===== config.mk =====
export PLATFORM = sky130hd
export DESIGN_NAME = keyword_string_identifier_lexer
export DESIGN_NICKNAME = d
export VERILOG_FILES = /design/src/klex_pkg.sv /design/src/klex_core.sv /design/src/klex_fifo.sv /design/src/keyword_string_identifier_lexer.sv
export SDC_FILE = /design/constraint.sdc
export NUM_CORES = 1
export LEC_CHECK = 0
export BUFFER_PORTS_ARGS = -buffer_cell sky130_fd_sc_hd__clkbuf_2
export CORE_MARGIN = 3
export CORE_UTILIZATION = 38
export CTS_CLUSTER_DIAMETER = 100
export DETAILED_ROUTE_END_ITERATION = 8
export SYNTH_ARGS = -nofsm -noshare
export SYNTH_HDL_FRONTEND = slang
export SYNTH_HIERARCHICAL = 1
export SYNTH_SLANG_ARGS = --single-unit

===== constraint.sdc =====
create_clock -name clock -period 11 [get_ports clock]
set_clock_uncertainty 0.15 [all_clocks]
set_input_delay 1.65 -clock clock [delete_from_list [all_inputs] [get_ports clock]]
set_output_delay 1.65 -clock clock [all_outputs]
set_load 0.01 [all_outputs]

===== src/klex_pkg.sv =====
`default_nettype none

package klex_pkg;

   localparam int OFFSET_WIDTH_DEF = 16;
   localparam int TOKEN_FIELD_W    = 16;
   localparam int FIFO_DEPTH       = 4;
   localparam int FIFO_PTR_W       = $clog2(FIFO_DEPTH);
   localparam int FIFO_CNT_W       = $clog2(FIFO_DEPTH + 1);

   localparam logic [7:0] CH_NUL    = 8'h00;
   localparam logic [7:0] CH_SPACE  = 8'h20;
   localparam logic [7:0] CH_QUOTE  = 8'h22;
   localparam logic [7:0] CH_COMMA  = 8'h2C;
   localparam logic [7:0] CH_PERIOD = 8'h2E;
   localparam logic [7:0] CH_EQ     = 8'h3D;
   localparam logic [7:0] CH_LF     = 8'h0A;
   localparam logic [7:0] CH_CR     = 8'h0D;
   localparam logic [7:0] CH_LOW_G  = 8'h67;
   localparam logic [7:0] CH_LOW_C  = 8'h63;
   localparam logic [7:0] CH_UNDER  = 8'h5F;

   localparam logic KW_GET      = 1'b0;
   localparam logic KW_CONTAINS = 1'b1;

   typedef enum logic [3:0] {
      KIND_ASSIGN   = 4'd0,
      KIND_GET      = 4'd1,
      KIND_CONTAINS = 4'd2,
      KIND_PERIOD   = 4'd3,
      KIND_COMMA    = 4'd4,
      KIND_NEWLINE  = 4'd5,
      KIND_STRING   = 4'd6,
      KIND_IDENT    = 4'd7,
      KIND_EOF      = 4'd8,
      KIND_INVALID  = 4'd9
   } kind_type;

   typedef enum logic [1:0] {
      MODE_IDLE    = 2'd0,
      MODE_IDENT   = 2'd1,
      MODE_KEYWORD = 2'd2,
      MODE_STRING  = 2'd3
   } mode_type;

   typedef struct packed {
      logic                     last;
      logic [TOKEN_FIELD_W-1:0] length;
      logic [TOKEN_FIELD_W-1:0] start;
      kind_type                 kind;
   } tok_type;

   typedef struct packed {
      logic                  room;
      logic                  empty;
      logic [FIFO_CNT_W-1:0] count;
   } fifo_stat_type;

   function automatic logic is_word(input logic [7:0] b);
      return (b inside {[8'h61:8'h7A], [8'h41:8'h5A], [8'h30:8'h39]}) || (b == CH_UNDER);
   endfunction

   function automatic logic [3:0] kw_len(input logic cand);
      return (cand == KW_CONTAINS) ? 4'd8 : 4'd3;
   endfunction

   // letter expected at position p of the candidate keyword
   function automatic logic [7:0] kw_char(input logic cand, input logic [2:0] p);
      logic [7:0] ch;
      ch = 8'h00;
      if (cand == KW_GET) begin
         case (p)
            3'd0:    ch = "g";
            3'd1:    ch = "e";
            3'd2:    ch = "t";
            default: ch = 8'h00;
         endcase
      end else begin
         case (p)
            3'd0:    ch = "c";
            3'd1:    ch = "o";
            3'd2:    ch = "n";
            3'd3:    ch = "t";
            3'd4:    ch = "a";
            3'd5:    ch = "i";
            3'd6:    ch = "n";
            3'd7:    ch = "s";
            default: ch = 8'h00;
         endcase
      end
      return ch;
   endfunction

endpackage

`default_nettype wire


===== src/klex_core.sv =====
`default_nettype none

module klex_core import klex_pkg::*; #(
   parameter int OFFSET_WIDTH = OFFSET_WIDTH_DEF
) (
   input  wire logic       clock,
   input  wire logic       reset,
   input  wire logic       advance,
   input  wire logic [7:0] text_byte,
   output tok_type         tok0,
   output tok_type         tok1,
   output logic [1:0]      tok_count
);

   mode_type                mode_ff, mode_in;
   logic [2:0]              prog_ff, prog_in;
   logic                    cand_ff, cand_in;
   logic [OFFSET_WIDTH-1:0] offset_ff, offset_in;
   logic [OFFSET_WIDTH-1:0] start_ff, start_in;

   logic [OFFSET_WIDTH-1:0] span;
   logic                    word;

   // byte handled at a token boundary
   logic                    idle_emit;
   kind_type                idle_kind;
   logic [TOKEN_FIELD_W-1:0] idle_len;
   mode_type                idle_mode;
   logic [OFFSET_WIDTH-1:0] idle_start;
   logic [2:0]              idle_prog;
   logic                    idle_cand;

   // token being collected, emitted when it closes
   logic                    first_v;
   kind_type                first_kind;
   logic [TOKEN_FIELD_W-1:0] first_len;
   logic                    use_idle;
   logic [3:0]              prog_next;
   logic                    second_v;
   tok_type                 first_tok, idle_tok;

   assign span = offset_ff - start_ff;
   assign word = is_word(text_byte);

   always_comb begin
      idle_emit  = 1'b0;
      idle_kind  = KIND_INVALID;
      idle_len   = TOKEN_FIELD_W'(1);
      idle_mode  = MODE_IDLE;
      idle_start = start_ff;
      idle_prog  = '0;
      idle_cand  = KW_GET;
      case (text_byte)
         CH_NUL: begin
            idle_emit = 1'b1;
            idle_kind = KIND_EOF;
            idle_len  = '0;
         end
         CH_SPACE: begin
            idle_emit = 1'b0;
         end
         CH_EQ: begin
            idle_emit = 1'b1;
            idle_kind = KIND_ASSIGN;
         end
         CH_PERIOD: begin
            idle_emit = 1'b1;
            idle_kind = KIND_PERIOD;
         end
         CH_COMMA: begin
            idle_emit = 1'b1;
            idle_kind = KIND_COMMA;
         end
         CH_LF, CH_CR: begin
            idle_emit = 1'b1;
            idle_kind = KIND_NEWLINE;
         end
         CH_QUOTE: begin
            idle_mode  = MODE_STRING;
            idle_start = offset_ff + 1'b1;
         end
         default: begin
            idle_start = offset_ff;
            if (text_byte == CH_LOW_G || text_byte == CH_LOW_C) begin
               idle_mode = MODE_KEYWORD;
               idle_cand = (text_byte == CH_LOW_C) ? KW_CONTAINS : KW_GET;
               idle_prog = 3'd1;
            end else if (word) begin
               idle_mode = MODE_IDENT;
            end else begin
               idle_emit = 1'b1;
               idle_kind = KIND_INVALID;
            end
         end
      endcase
   end

   always_comb begin
      mode_in    = mode_ff;
      prog_in    = prog_ff;
      cand_in    = cand_ff;
      start_in   = start_ff;
      offset_in  = (text_byte == CH_NUL) ? '0 : offset_ff + 1'b1;
      first_v    = 1'b0;
      first_kind = KIND_IDENT;
      first_len  = TOKEN_FIELD_W'(span);
      use_idle   = 1'b0;
      prog_next  = {1'b0, prog_ff} + 4'd1;
      case (mode_ff)
         MODE_STRING: begin
            if (text_byte == CH_QUOTE) begin
               first_v    = 1'b1;
               first_kind = KIND_STRING;
               mode_in    = MODE_IDLE;
            end else if (text_byte == CH_NUL) begin
               first_v    = 1'b1;
               first_kind = KIND_INVALID;
               use_idle   = 1'b1;
            end
         end
         MODE_KEYWORD: begin
            if ({1'b0, prog_ff} < kw_len(cand_ff) && text_byte == kw_char(cand_ff, prog_ff)) begin
               if (prog_next >= kw_len(cand_ff)) begin
                  first_v    = 1'b1;
                  first_kind = (cand_ff == KW_CONTAINS) ? KIND_CONTAINS : KIND_GET;
                  first_len  = TOKEN_FIELD_W'(kw_len(cand_ff));
                  mode_in    = MODE_IDLE;
                  prog_in    = '0;
                  cand_in    = KW_GET;
               end else begin
                  prog_in = prog_next[2:0];
               end
            end else if (word) begin
               mode_in = MODE_IDENT;
               prog_in = '0;
               cand_in = KW_GET;
            end else begin
               first_v  = 1'b1;
               use_idle = 1'b1;
            end
         end
         MODE_IDENT: begin
            if (!word) begin
               first_v  = 1'b1;
               use_idle = 1'b1;
            end
         end
         default: begin
            use_idle = 1'b1;
         end
      endcase
      if (use_idle) begin
         mode_in  = idle_mode;
         start_in = idle_start;
         prog_in  = idle_prog;
         cand_in  = idle_cand;
      end
   end

   assign second_v = use_idle && idle_emit;

   always_comb begin
      first_tok.kind   = first_kind;
      first_tok.start  = TOKEN_FIELD_W'(start_ff);
      first_tok.length = first_len;
      first_tok.last   = !second_v;
      idle_tok.kind    = idle_kind;
      idle_tok.start   = TOKEN_FIELD_W'(offset_ff);
      idle_tok.length  = idle_len;
      idle_tok.last    = 1'b1;
      if (first_v) begin
         tok0      = first_tok;
         tok1      = idle_tok;
         tok_count = second_v ? 2'd2 : 2'd1;
      end else begin
         tok0      = idle_tok;
         tok1      = idle_tok;
         tok_count = second_v ? 2'd1 : 2'd0;
      end
   end

   always_ff @(posedge clock) begin
      if (reset) begin
         mode_ff   <= MODE_IDLE;
         prog_ff   <= '0;
         cand_ff   <= KW_GET;
         offset_ff <= '0;
         start_ff  <= '0;
      end else if (advance) begin
         mode_ff   <= mode_in;
         prog_ff   <= prog_in;
         cand_ff   <= cand_in;
         offset_ff <= offset_in;
         start_ff  <= start_in;
      end
   end

endmodule

`default_nettype wire


===== src/klex_fifo.sv =====
`default_nettype none

module klex_fifo import klex_pkg::*; (
   input  wire logic       clock,
   input  wire logic       reset,
   input  wire logic [1:0] push_count,
   input  wire tok_type    push0,
   input  wire tok_type    push1,
   input  wire logic       pop,
   output tok_type         head,
   output fifo_stat_type   stat
);

   tok_type               mem [FIFO_DEPTH];
   logic [FIFO_PTR_W-1:0] wr_ptr_ff, wr_ptr_in;
   logic [FIFO_PTR_W-1:0] rd_ptr_ff, rd_ptr_in;
   logic [FIFO_CNT_W-1:0] count_ff, count_in;
   logic [FIFO_PTR_W-1:0] wr_next;

   assign wr_next   = wr_ptr_ff + 1'b1;
   assign wr_ptr_in = wr_ptr_ff + FIFO_PTR_W'(push_count);
   assign rd_ptr_in = rd_ptr_ff + FIFO_PTR_W'(pop);
   assign count_in  = count_ff + FIFO_CNT_W'(push_count) - FIFO_CNT_W'(pop);

   assign head       = mem[rd_ptr_ff];
   assign stat.count = count_ff;
   assign stat.empty = (count_ff == '0);
   // room for the two beats a single byte can cause
   assign stat.room  = (count_ff <= FIFO_CNT_W'(FIFO_DEPTH - 2));

   always_ff @(posedge clock) begin
      if (push_count != 2'd0) begin
         mem[wr_ptr_ff] <= push0;
      end
      if (push_count == 2'd2) begin
         mem[wr_next] <= push1;
      end
   end

   always_ff @(posedge clock) begin
      if (reset) begin
         wr_ptr_ff <= '0;
         rd_ptr_ff <= '0;
         count_ff  <= '0;
      end else begin
         wr_ptr_ff <= wr_ptr_in;
         rd_ptr_ff <= rd_ptr_in;
         count_ff  <= count_in;
      end
   end

endmodule

`default_nettype wire


===== src/keyword_string_identifier_lexer.sv =====
`default_nettype none

// Channel   Dir  Beat                Fields (tdata / tuser / tlast)
// req_      in   one text byte       tdata[7:0] text_byte
// rsp_      out  one token           tdata[3:0] kind, [19:4] start, [35:20] length;
//                                    tlast = last token caused by the byte
//
// One byte per cycle is taken while the queue has room: a byte sits in the input register,
// where the lexer state and a compare on the byte decide its tokens, and then lands in a
// four-entry token queue that feeds rsp_. A byte can cause two tokens; the input
// register holds while the queue has room for fewer than two.
// Reset (synchronous, active high) returns the lexer between tokens at offset zero
// and empties the queue.

module keyword_string_identifier_lexer import klex_pkg::*; #(
   parameter int OFFSET_WIDTH = OFFSET_WIDTH_DEF
) (
   input  wire logic        clock,
   input  wire logic        reset,
   input  wire logic        req_tvalid,
   output logic             req_tready,
   input  wire logic [7:0]  req_tdata,   // [7:0] text_byte
   output logic             rsp_tvalid,
   input  wire logic        rsp_tready,
   output logic [39:0]      rsp_tdata,   // [3:0] token_kind, [19:4] token_start,
                                         // [35:20] token_length, [39:36] zero
   output logic             rsp_tlast    // last_of_run
);

   logic          in_valid_ff, in_valid_in;
   logic [7:0]    in_byte_ff;
   logic          advance;
   logic          pop;
   tok_type       tok0, tok1, head;
   logic [1:0]    tok_count;
   logic [1:0]    push_count;
   fifo_stat_type stat;

   assign advance     = in_valid_ff && stat.room;
   assign req_tready  = !in_valid_ff || advance;
   assign in_valid_in = (req_tvalid && req_tready) || (in_valid_ff && !advance);
   assign push_count  = advance ? tok_count : 2'd0;
   assign pop         = rsp_tvalid && rsp_tready;

   always_ff @(posedge clock) begin
      if (reset) begin
         in_valid_ff <= 1'b0;
      end else begin
         in_valid_ff <= in_valid_in;
      end
   end

   always_ff @(posedge clock) begin
      if (req_tvalid && req_tready) begin
         in_byte_ff <= req_tdata;
      end
   end

   klex_core #(
      .OFFSET_WIDTH (OFFSET_WIDTH)
   ) u_core (
      .clock     (clock),
      .reset     (reset),
      .advance   (advance),
      .text_byte (in_byte_ff),
      .tok0      (tok0),
      .tok1      (tok1),
      .tok_count (tok_count)
   );

   klex_fifo u_fifo (
      .clock      (clock),
      .reset      (reset),
      .push_count (push_count),
      .push0      (tok0),
      .push1      (tok1),
      .pop        (pop),
      .head       (head),
      .stat       (stat)
   );

   assign rsp_tvalid = !stat.empty;
   assign rsp_tdata  = {4'b0000, head.length, head.start, head.kind};
   assign rsp_tlast  = head.last;

   a_queue_bound: assert property (@(posedge clock) disable iff (reset)
      stat.count <= FIFO_CNT_W'(FIFO_DEPTH))
      else $error("token queue overfilled");

   a_push_shows: assert property (@(posedge clock) disable iff (reset)
      (push_count != 2'd0) |=> rsp_tvalid)
      else $error("pushed token not presented");

   a_hold_byte: assert property (@(posedge clock) disable iff (reset)
      (in_valid_ff && !advance) |=> (in_valid_ff && $stable(in_byte_ff)))
      else $error("stalled input byte lost");

   a_no_push_full: assert property (@(posedge clock) disable iff (reset)
      (push_count == 2'd2) |-> stat.room)
      else $error("double push without room");

endmodule

`default_nettype wire

==> results.md, run 1 <==
* Unrepaired setup endpoints after global routing: false
* Vias in the first global route at 7629
* DIE AREA at 0.0342 mm2
* Cts bufs inserted at 24
* Setup-violating endpoint count in the final report at 0
* Count of synthesis-stage warnings from yosys at 6
* Area of the placeable core at 0.0311 mm2
* DRC violation count after routing at 0
* All-Layer GR Usage at 15.9%
* Number of DRC markers in iteration 0 at 533
* Fraction of synthesis flops using an asynchronous set or reset pin at 0%
* Fmax at 170 MHz
* Kind of start point of the critical path: flop
* Largest fanout on the critical path at 38
* Combinational power share at 24.5%
* Leading post-synthesis cells by instance count: edfxtp_1, mux2_2, nor2_1
* Width of the chip at 185 um
* CTS tree: done
* Class of the most critical setup path: flop to flop
* Area contributors post-synth: edfxtp_1, mux2_2, dfxtp_1
* Clock edge transition at the registers on the reported setup and hold paths at 60 ps
* Worst IR drop on VDD at 0.109 mV
* Number of max-cap violations at 0
* Clock tree sinks at 207
* Area growth from synthesis to layout at 9.57%
* Post-cts hold buffer count at 0
* Iteration count of the initial detailed-routing pass at 5
* Final Cycle Share at 53.6%
* CP required at 11030 ps
* Worst slew margin at 36.7%
* Post-placement worst setup slack at 5090 ps
* Total I/O pin count at 55
* Routed via count divided by cell count at 5.42
* Routability congestion estimate at 0.869
* ANT cells at 0
* Register area share after synthesis at 46.9%
* Most used standard cell by instance count after synthesis: edfxtp_1
* Number of standard cells after synthesis at 977
* Final number of hold-violating endpoints at 0
* Total net switching power at 0.000634 W
* Average cell area after synthesis at 12.5 um2
* Die Y at 185 um
* Final sum of negative setup slack at 0 ps
* I/O Buffers at 50
* Data arrival time of the worst path at 5930 ps
* Static power due to leakage at 4.92 nW
* Biggest area consumer among synthesized cells: edfxtp_1
* Max Root-Sink Buffers at 3
* Via count at 7691
* Floorplan row count at 64
* Total congestion overflow after global routing at 0
* Transition at the pin with the smallest max-transition slack at 946 ps
* Net total in the final layout at 1055
* Maximum level of the CTS H-tree at 1
* Cell class contributing the biggest share of worst-path delay: buffers and inverters
* Sequential power share at 42.2%
* Result of the run: finished clean
* Most used DFF post-synth: edfxtp_1
* Number of flip-flops and latches in the synthesized netlist at 207
* Initial core utilization at 39.2%
* Number of buffers inserted to repair setup after CTS at 0
* Antenna violation net count after detailed routing at 0
* CP peak stage delay at 770 ps
* HP Class: flop to flop
* Count of instances resized after the clock tree is built at 0
* CP bufs+invs at 4
* Cell-internal power at 0.00154 W
* Pin count of the biggest net entering global routing at 54
* Proportion of layout cells with a drive suffix above 1 at 32.5%
* Count of flip-flops with a built-in enable after synthesis at 156
* Cell area power density at 163 mW/mm2
* Switching power as a share of total power at 29.1%
* Setup slack after layout at 5100 ps
* Clock network latency to the later pin of the worst-skew pair at 520 ps
* Clock share of power at 33.2%
* Post-detailed-placement half-perimeter wirelength at 17000 um
* Post-synthesis cell area at 0.0122 mm2
* Library cell contributing the largest single delay on the critical path: nor4_4
* Post-route minimum period at 5900 ps
* Area fraction of the dominant cell type after synthesis at 38.5%
* Max Transition Viols Final at 0
* List of cells traversed by the critical path: ha_1, a2111oi_0, o21ai_0, nor4_4, mux2i_1, o31a_1, buf_4, inv_1, ha_1, and3_2, and4bb_2, buf_4, o21bai_4, buf_4
* Most common cell on crit path: buf_4
* Buffer cell driving the clock tree root: clkbuf_16
* Initial antenna violation count at 0
* Count of different cell masters after synthesis at 82
* WL final at 27300 um
* Endpoint kind of the worst setup timing path: flop
* First-pass GRT wire length at 43400 um
* DR WL/cell at 19.2 um
## tightest hold or removal path: stages (launching register included)
cell	delay, ps
dfxtp_1	310
nor2_1	100
a211oi_1	60
## power by group through the flow
| stage | registers (W) | clock network [W] | logic [W] |
|---|---|---|---|
| floorplan | 0.000925 | 0 | 0.000404 |
| global placement | 0.000936 | 0 | 0.000538 |
| detailed placement | 0.000937 | 0 | 0.000539 |
| CTS | 0.000921 | 0.000742 | 0.000545 |
| global route | 0.000926 | 0.000776 | 0.000585 |
| finish | 0.000921 | 0.000724 | 0.000535 |
## state kept, by name, indices dropped and copies added (netlist names), named ones only
name,flops
u_fifo/mem,148
u_core/offset_ff,16
u_core/start_ff,16
in_byte_ff,8
u_core/prog_ff,3
u_fifo/count_ff,3
u_core/mode_ff,2
u_fifo/rd_ptr_ff,2
u_fifo/wr_ptr_ff,2
in_valid_ff,1
u_core/cand_ff,1
## path summary, 6_finish.rpt
path                                                 startpoint                              end  slack (ps)  cells after the start
worst max-delay path                u_core/cand_ff$_SDFFE_PP0P_      u_fifo/mem[2][15]$_DFFE_PP_        5100                     14
worst min-delay path            u_core/start_ff[5]$_SDFFE_PP0P_  u_core/start_ff[5]$_SDFFE_PP0P_         360                      2
worst max register to register      u_core/cand_ff$_SDFFE_PP0P_      u_fifo/mem[2][15]$_DFFE_PP_        5100                     14
worst min register to register  u_core/start_ff[5]$_SDFFE_PP0P_  u_core/start_ff[5]$_SDFFE_PP0P_         360                      2
## through the flow
step | utilization [%] | hold slack, ps | power, W | cells | instance area (um2)
2_1_floorplan | - | 328 | 0.00133 | 994 | 12200
3_3_place_gp | 40.6 | 337 | 0.00147 | 1376 | 12600
3_5_place_dp | 40.6 | 353 | 0.00148 | 1376 | 12600
4_1_cts | 42.9 | 362 | 0.00221 | 1420 | 13300
5_1_grt | 42.9 | 393 | 0.00229 | 1420 | 13300
6_report | 42.9 | 363 | 0.00218 | 1420 | 13300
## layout by cell type, fill, tap and decap left out, drive strengths merged, types with 5 or more instances in the layout
master,instances
a21oi,33
a21o,10
nor4,11
mux2i,12
xor2,10
dfxtp,51
a211oi,12
clkbuf,80
and3,7
a21boi,5
o21ai,24
nand3,10
and2,7
a31oi,6
nor2b,5
mux4,37
edfxtp,156
a22oi,7
xnor2,18
mux2,166
conb,20
buf,14
o31ai,6
nor3,19
inv,50
nand4,6
or3b,5
nand2,46
or3,7
or4,5
ha,35
clkinv,13
nor2,73
## routing by layer
layer | up-vias | wire (um) | global-route usage, %
met2 | 168 | 13300 | 27.4
met4 | 0 | 470 | 2.91
met5 | - | 0 | 0
met1 | 3782 | 12300 | 21.8
met3 | 37 | 1210 | 2.28
li1 | 3704 | - | -
## kinds of logic (layout without fill, tap and decap cells)
kind of cell / Yosys count / in the layout / share of synthesized area [%]
AND/OR/NAND/NOR: 227 / 227 / 9.88
multiplexers: 215 / 215 / 23.6
flip-flops: 207 / 207 / 46.9
AO/OA/AOI/OAI: 131 / 131 / 7.40
buffers and inverters: 127 / 157 / 5.85
adder cells (fa/ha/maj): 37 / 37 / 3.93
XOR/XNOR: 30 / 30 / 2.40
other: 3 / 20 / 0.0925
## layout make-up
type	instances	area, um2
Tap cell	396	495
Inverter	49	184
Clock inverter	14	78.8
Multi-Input combinational cell	660	5880
Timing Repair Buffer	64	355
Fill cell	2894	17700
Sequential cell	207	5710
Clock buffer	30	633
Power figures use the tool's default switching activity.
==> run 2: changes to the inputs <==
clock period = 5.55 ns   (was 11 ns; I/O delays follow)
==> run 2 against run 1 <==
  * Non-clock buffer count rose by 2
  * Critical path depth fell by 1
  * Fmax up 21%
  * Clock-buffer cell count down 1
  * Die area stayed put
  * Core utilization grew 0.21 points
  * Sequential share of layout area shrank 0.20 points
  * Largest cell class unchanged
  * Highest routed layer unchanged
==> results.md, run 2 (synthesis gave the netlist of run 1 again) <==
* Result of the run: finished clean
* Initial antenna violation count at 0 (unchanged)
* Worst slew margin at 24.2% (-13 points)
* WL final at 28300 um (+3.8%)
* First-pass GRT wire length at 44400 um (+2.3%)
* Width of the chip at 185 um (unchanged)
* Via count at 7671 (-0.26%)
* Vias in the first global route at 7666 (+0.48%)
* Iteration count of the initial detailed-routing pass at 5 (unchanged)
* Commonest non-fill, non-tap cell in the layout: edfxtp_1
* DR WL/cell at 19.9 um (+3.8%)
* Max Root-Sink Buffers at 3 (unchanged)
* Pin count of the biggest net entering global routing at 45 (-17%)
* Total I/O pin count at 55 (unchanged)
* Endpoint kind of the worst setup timing path: flop
* Total placed instance area at 0.0126 mm2 (+0.22%)
* Floorplan row count at 64 (unchanged)
* Post-placement worst setup slack at 644 ps (-4440 ps)
* Post-route minimum period at 4870 ps (-1030 ps)
* CP required at 5640 ps (-5390 ps)
* Register Area at 0.00571 mm2 (unchanged)
* Class of the most critical setup path: flop to flop
* Register with the most flip-flops: u_fifo/mem
* Antenna violation net count after detailed routing at 0 (unchanged)
* HP Class: input pin to flop
* Max reg flops at 148 (unchanged)
* Die Y at 185 um (unchanged)
* I/O Buffers at 50 (unchanged)
* Library cell contributing the largest single delay on the critical path: o21bai_4
* Largest regs: u_fifo/mem (148), u_core/offset_ff (16), u_core/start_ff (16)
* CTS tree: done
* Unrepaired setup endpoints after global routing: false
* DIE AREA at 0.0342 mm2 (unchanged)
* Net total in the final layout at 1058 (+0.28%)
* Routed via count divided by cell count at 5.40 (-0.26%)
* List of cells traversed by the critical path: ha_1, a2111oi_0, o21ai_0, nor4_4, buf_4, nand2_1, o21ai_0, a21oi_1, ha_1, and3_2, o21bai_1, o21bai_4, buf_4
* Proportion of layout cells with a drive suffix above 1 at 33.1% (+0.59 points)
* Setup slack after layout at 680 ps (-4420 ps)
* Total congestion overflow after global routing at 0 (unchanged)
* Post-detailed-placement half-perimeter wirelength at 18300 um (+7.5%)
* Transition at the pin with the smallest max-transition slack at 1130 ps (+188 ps)
* Area growth from synthesis to layout at 10.1%
* Most used cells in the layout excluding fill and tap cells: edfxtp_1, mux2_2, nor2_1
* Initial core utilization at 39.2% (unchanged)
* ANT cells at 0 (unchanged)
* Clock tree sinks at 207 (unchanged)
* Kind of start point of the critical path: flop
* Final standard cell utilization of the core at 43.1% (+0.21 points)
* Cell area power density at 329 mW/mm2 (+100%)
* Setup-violating endpoint count in the final report at 0 (unchanged)
* Number of max-cap violations at 0 (unchanged)
* Final Cycle Share at 87.7% (+34 points)
* Worst IR drop on VDD at 0.262 mV (+140%)
* Number of buffers inserted to repair setup after CTS at 0 (unchanged)
* Routability congestion estimate at 0.840 (-3.3%)
* Layout filler cell count at 2909 (+0.52%)
* Clock network latency to the later pin of the worst-skew pair at 530 ps (about the same)
* Cts bufs inserted at 25 (+4.2%)
* Area of the placeable core at 0.0311 mm2 (unchanged)
* Final sum of negative setup slack at 0 ps (unchanged)
* Static power due to leakage at 4.96 nW (+0.70%)
* All-Layer GR Usage at 16.6% (+0.62 points)
* Max Transition Viols Final at 0 (unchanged)
* Multi-input logic area at 0.00588 mm2 (unchanged)
* Final number of hold-violating endpoints at 0 (unchanged)
* Number of cells after detailed placement at 1378 (+0.15%)
* Post-cts hold buffer count at 0 (unchanged)
* Largest fanout on the critical path at 30 (-21%)
* Post-route insts no fill at 1420 (unchanged)
* Data arrival time of the worst path at 4960 ps (-970 ps)
* Count of instances resized after the clock tree is built at 0 (unchanged)
* Buffer cell driving the clock tree root: clkbuf_16
* DRC violation count after routing at 0 (unchanged)
* Clock edge transition at the registers on the reported setup and hold paths at 60 ps (about the same)
* Maximum level of the CTS H-tree at 1 (unchanged)
* CP peak stage delay at 900 ps (+130 ps)
* CP bufs+invs at 2 (-2)
* Number of DRC markers in iteration 0 at 571 (+7.1%)
* Fmax at 205 MHz (+21%)
* Cell class contributing the biggest share of worst-path delay: compound AO/OA/AOI/OAI gates
* Finished layout cell area at 0.0134 mm2 (+0.48%)
run 2: changes by cell type in the layout (fill, tap and decap cells not counted), sizes merged:
cell	before	now
bufinv	0	1
buf	14	16
clkbuf	80	79
inv	50	51
clkinvlp	0	1
clkinv	13	9
run 2: per-layer routing:
layer | wire, um | up-vias | global-route usage, %
li1 | - | 3704 | -
met1 | 13200 | 3769 | 23.4
met2 | 13400 | 162 | 27.7
met3 | 1240 | 36 | 1.98
met4 | 493 | 0 | 3.24
met5 | 0 | - | 0
run 2: worst register-to-register path, stage by stage, from the launching register on:
cell and delay, ps:
dfxtp_1 680, ha_1 340, a2111oi_0 370, o21ai_0 200, nor4_4 340, buf_4 260
nand2_1 70, o21ai_0 80, a21oi_1 120, ha_1 290, and3_2 260, o21bai_1 170
o21bai_4 900, buf_4 350
run 2: path summary, 6_finish.rpt:
kind | startpoint | to | slack, ps | cells past startpoint
setup / recovery | u_core/cand_ff$_SDFFE_PP0P_ | u_fifo/mem[2][36]$_DFFE_PP_ | 680 | 13
hold / removal | req_tdata[4] | in_byte_ff[4]$_DFFE_PP_ | 330 | 1
setup reg to reg | u_core/cand_ff$_SDFFE_PP0P_ | u_fifo/mem[2][36]$_DFFE_PP_ | 680 | 13
hold reg to reg | u_core/start_ff[5]$_SDFFE_PP0P_ | u_core/start_ff[5]$_SDFFE_PP0P_ | 350 | 2
run 2: cell type report:
class / instances / area share, %
tap: 396 / 3.70
multi-input combinational: 660 / 43.9
timing repair buffer: 66 / 2.86
sequential: 207 / 42.6
clock inverter: 13 / 0.803
inverter: 49 / 1.37
clock buffer: 29 / 4.78
run 2: power by group:
part           leakage, nW  total, W  internal (W)  switching [W]
clock network        0.370   0.00151      0.000873       0.000641
registers             1.85   0.00187       0.00177       0.000106
logic                 2.74   0.00102      0.000488       0.000529
run 2: through the flow:
step / hold slack (ps) / total power (W)
after global routing: 314 / 0.00463
final: 325 / 0.00440
after detailed placement: 343 / 0.00293
after CTS: 305 / 0.00446
after floorplan: 328 / 0.00263
after global placement: 339 / 0.00293
==> run 3: changes to the inputs <==
CTS_BUF_LIST = sky130_fd_sc_hd__clkbuf_4 sky130_fd_sc_hd__clkbuf_8   (was unset)
==> run 3 against run 2 <==
  * Critical path depth did not move
  * Hold slack got worse by 9.2 ps
  * Flip-flop and latch count did not move
  * Clock power fell by 3%
  * Power fell by 1.1%
  * First-iteration DRC count fell by 12%
  * Largest power group unchanged
==> results.md, run 3 (synthesis gave the netlist of run 1 again) <==
* Result of the run: finished clean
* Total I/O pin count at 55 (unchanged)
* Clock tree sinks at 207 (unchanged)
* Startpoint of the most critical register-to-register path: u_core/cand_ff$_SDFFE_PP0P_
* Register with the most flip-flops: u_fifo/mem
* Number of buffers inserted to repair setup after CTS at 0 (unchanged)
* Class of the most critical setup path: flop to flop
* Number of max-cap violations at 0 (unchanged)
* Post-route minimum period at 4910 ps (+37.2 ps)
* All-Layer GR Usage at 16.8% (+0.20 points)
* CTS tree: done
* Final Cycle Share at 88.4% (+0.67 points)
* Most used cells in the layout excluding fill and tap cells: edfxtp_1, mux2_2, nor2_1
* Post-cts hold buffer count at 0 (unchanged)
* Vias in the first global route at 7706 (+0.52%)
* Worst IR drop on VDD at 0.159 mV (-39%)
* WL final at 28500 um (+0.58%)
* DIE AREA at 0.0342 mm2 (unchanged)
* Net total in the final layout at 1071 (+1.2%)
* Die Y at 185 um (unchanged)
* DR WL/cell at 19.7 um (-1.0%)
* Final standard cell utilization of the core at 43.1% (about the same)
* Reg-to-Reg End: u_fifo/mem[2][29]$_DFFE_PP_
* Timing startpoint of the critical path: u_core/cand_ff$_SDFFE_PP0P_
* Data arrival time of the worst path at 5000 ps (+40 ps)
* Total congestion overflow after global routing at 0 (unchanged)
* Area growth from synthesis to layout at 10.1% (about the same)
* Capturing instance or port of the critical path: u_fifo/mem[2][29]$_DFFE_PP_
* Proportion of layout cells with a drive suffix above 1 at 34.9% (+1.8 points)
* Routability congestion estimate at 0.840 (unchanged)
* Setup-violating endpoint count in the final report at 0 (unchanged)
* Max Root-Sink Buffers at 3 (unchanged)
* Width of the chip at 185 um (unchanged)
* Worst slew margin at 23.5% (-0.66 points)
* HP Class: input pin to flop
* Layout filler cell count at 2919 (+0.34%)
* Post-placement worst setup slack at 644 ps (unchanged)
* Iteration count of the initial detailed-routing pass at 5 (unchanged)
* Largest fanout on the critical path at 30 (unchanged)
* Combinational power share at 23.3% (+0.2 points)
* Static power due to leakage at 4.99 nW (+0.66%)
* Number of cells after detailed placement at 1378 (unchanged)
* Cell-internal power at 0.00308 W (-1.5%)
* I/O Buffers at 50 (unchanged)
* Antenna violation net count after detailed routing at 0 (unchanged)
* Count of instances resized after the clock tree is built at 0 (unchanged)
* Final number of hold-violating endpoints at 0 (unchanged)
* Final sum of negative setup slack at 0 ps (unchanged)
* Number of DRC markers in iteration 0 at 501 (-12%)
* Buffer cell driving the clock tree root: clkbuf_8
* ANT cells at 0 (unchanged)
* Fmax at 204 MHz (-0.76%)
* CP required at 5640 ps (about the same)
* Multi-input logic area at 0.00588 mm2 (unchanged)
* Maximum level of the CTS H-tree at 2 (+1)
* Sequential power share at 43.0% (+0.5 points)
* Switching power as a share of total power at 29.3% (+0.28 points)
* Transition at the pin with the smallest max-transition slack at 1140 ps (+9.88 ps)
* Initial antenna violation count at 0 (unchanged)
* Max reg flops at 148 (unchanged)
* Post-route insts no fill at 1443 (+1.6%)
* Register Area at 0.00571 mm2 (unchanged)
* Pin count of the biggest net entering global routing at 45 (unchanged)
* Post-detailed-placement half-perimeter wirelength at 18300 um (unchanged)
* Clock edge transition at the registers on the reported setup and hold paths at 60 ps (about the same)
* Routed via count divided by cell count at 5.36 (-0.84%)
* Unrepaired setup endpoints after global routing: false
* First-pass GRT wire length at 44600 um (+0.45%)
* Clock network latency to the later pin of the worst-skew pair at 540 ps (about the same)
* R2R cell count at 13 (unchanged)
* Initial core utilization at 39.2% (unchanged)
* Via count at 7730 (+0.77%)
* Cell area power density at 325 mW/mm2 (-1.2%)
* Register-to-register path setup slack at 640 ps (-40 ps)
* Endpoint kind of the worst setup timing path: flop
* Commonest non-fill, non-tap cell in the layout: edfxtp_1
* Kind of start point of the critical path: flop
* Max Transition Viols Final at 0 (unchanged)
* Clock share of power at 33.7% (-0.7 points)
* Total net switching power at 0.00127 W (-0.18%)
* Setup slack after layout at 643 ps (-37.2 ps)
* Area of the placeable core at 0.0311 mm2 (unchanged)
* Largest regs: u_fifo/mem (148), u_core/offset_ff (16), u_core/start_ff (16)
* Cts bufs inserted at 38 (+52%)
* DRC violation count after routing at 0 (unchanged)
* Floorplan row count at 64 (unchanged)
run 3: cell types whose count changed in the layout (fill, tap and decap cells not counted), sizes merged:
cell / before / now
inv: 51 / 52
clkinv: 9 / 5
clkinvlp: 1 / 0
clkbuf: 79 / 106
run 3: cell type report:
class                   instances  share of cell area [%]
repair buffers                 66                    2.86
multi-input cells             660                    43.9
well taps                     396                    3.70
clock inverters                 9                   0.607
flip-flops and latches        207                    42.6
clock buffers                  56                    5.00
inverters                      49                    1.37
run 3: critical path, stage by stage, from the launching register on:
cell	delay, ps
dfxtp_1	700
ha_1	340
a2111oi_0	370
o21ai_0	200
nor4_4	340
buf_4	250
nand2_1	70
o21ai_0	70
a21oi_1	120
ha_1	290
and3_2	260
o21bai_1	170
o21bai_4	910
buf_4	330
run 3: how the worst min path moves through the flow:
stage / start / endpoint / slack [ps] / cells past startpoint
2_1_floorplan: u_core/start_ff[5]$_SDFFE_PP0P_ / u_core/start_ff[5]$_SDFFE_PP0P_ / 330 / 2
3_3_place_gp: u_core/start_ff[5]$_SDFFE_PP0P_ / u_core/start_ff[5]$_SDFFE_PP0P_ / 340 / 2
3_5_place_dp: u_core/start_ff[5]$_SDFFE_PP0P_ / u_core/start_ff[5]$_SDFFE_PP0P_ / 340 / 2
4_1_cts: req_tdata[6] / in_byte_ff[6]$_DFFE_PP_ / 280 / 1
5_1_grt: req_tdata[5] / in_byte_ff[5]$_DFFE_PP_ / 290 / 1
6_report: req_tdata[6] / in_byte_ff[6]$_DFFE_PP_ / 320 / 1
run 3: through the flow:
step	area, um2	hold WS [ps]	power (W)
6_report	13400	316	0.00435
4_1_cts	13400	278	0.00442
3_3_place_gp	12600	339	0.00293
5_1_grt	13400	286	0.00459
3_5_place_dp	12600	343	0.00293
2_1_floorplan	12200	328	0.00263
run 3: power by group through the flow:
| stage | Clock, W | Combinational [W] | Sequential, W |
|---|---|---|---|
| after floorplan | 0 | 0.000801 | 0.00183 |
| after global placement | 0 | 0.00103 | 0.00190 |
| after detailed placement | 0 | 0.00103 | 0.00191 |
| after CTS | 0.00151 | 0.00103 | 0.00188 |
| after global routing | 0.00158 | 0.00113 | 0.00189 |
| final | 0.00147 | 0.00102 | 0.00187 |
run 3: metal layers:
metal	global-route usage (%)	share of wire, %
met5	0	0
met4	4.05	1.7
met3	2.47	4.4
met2	27.4	47
met1	23.6	47
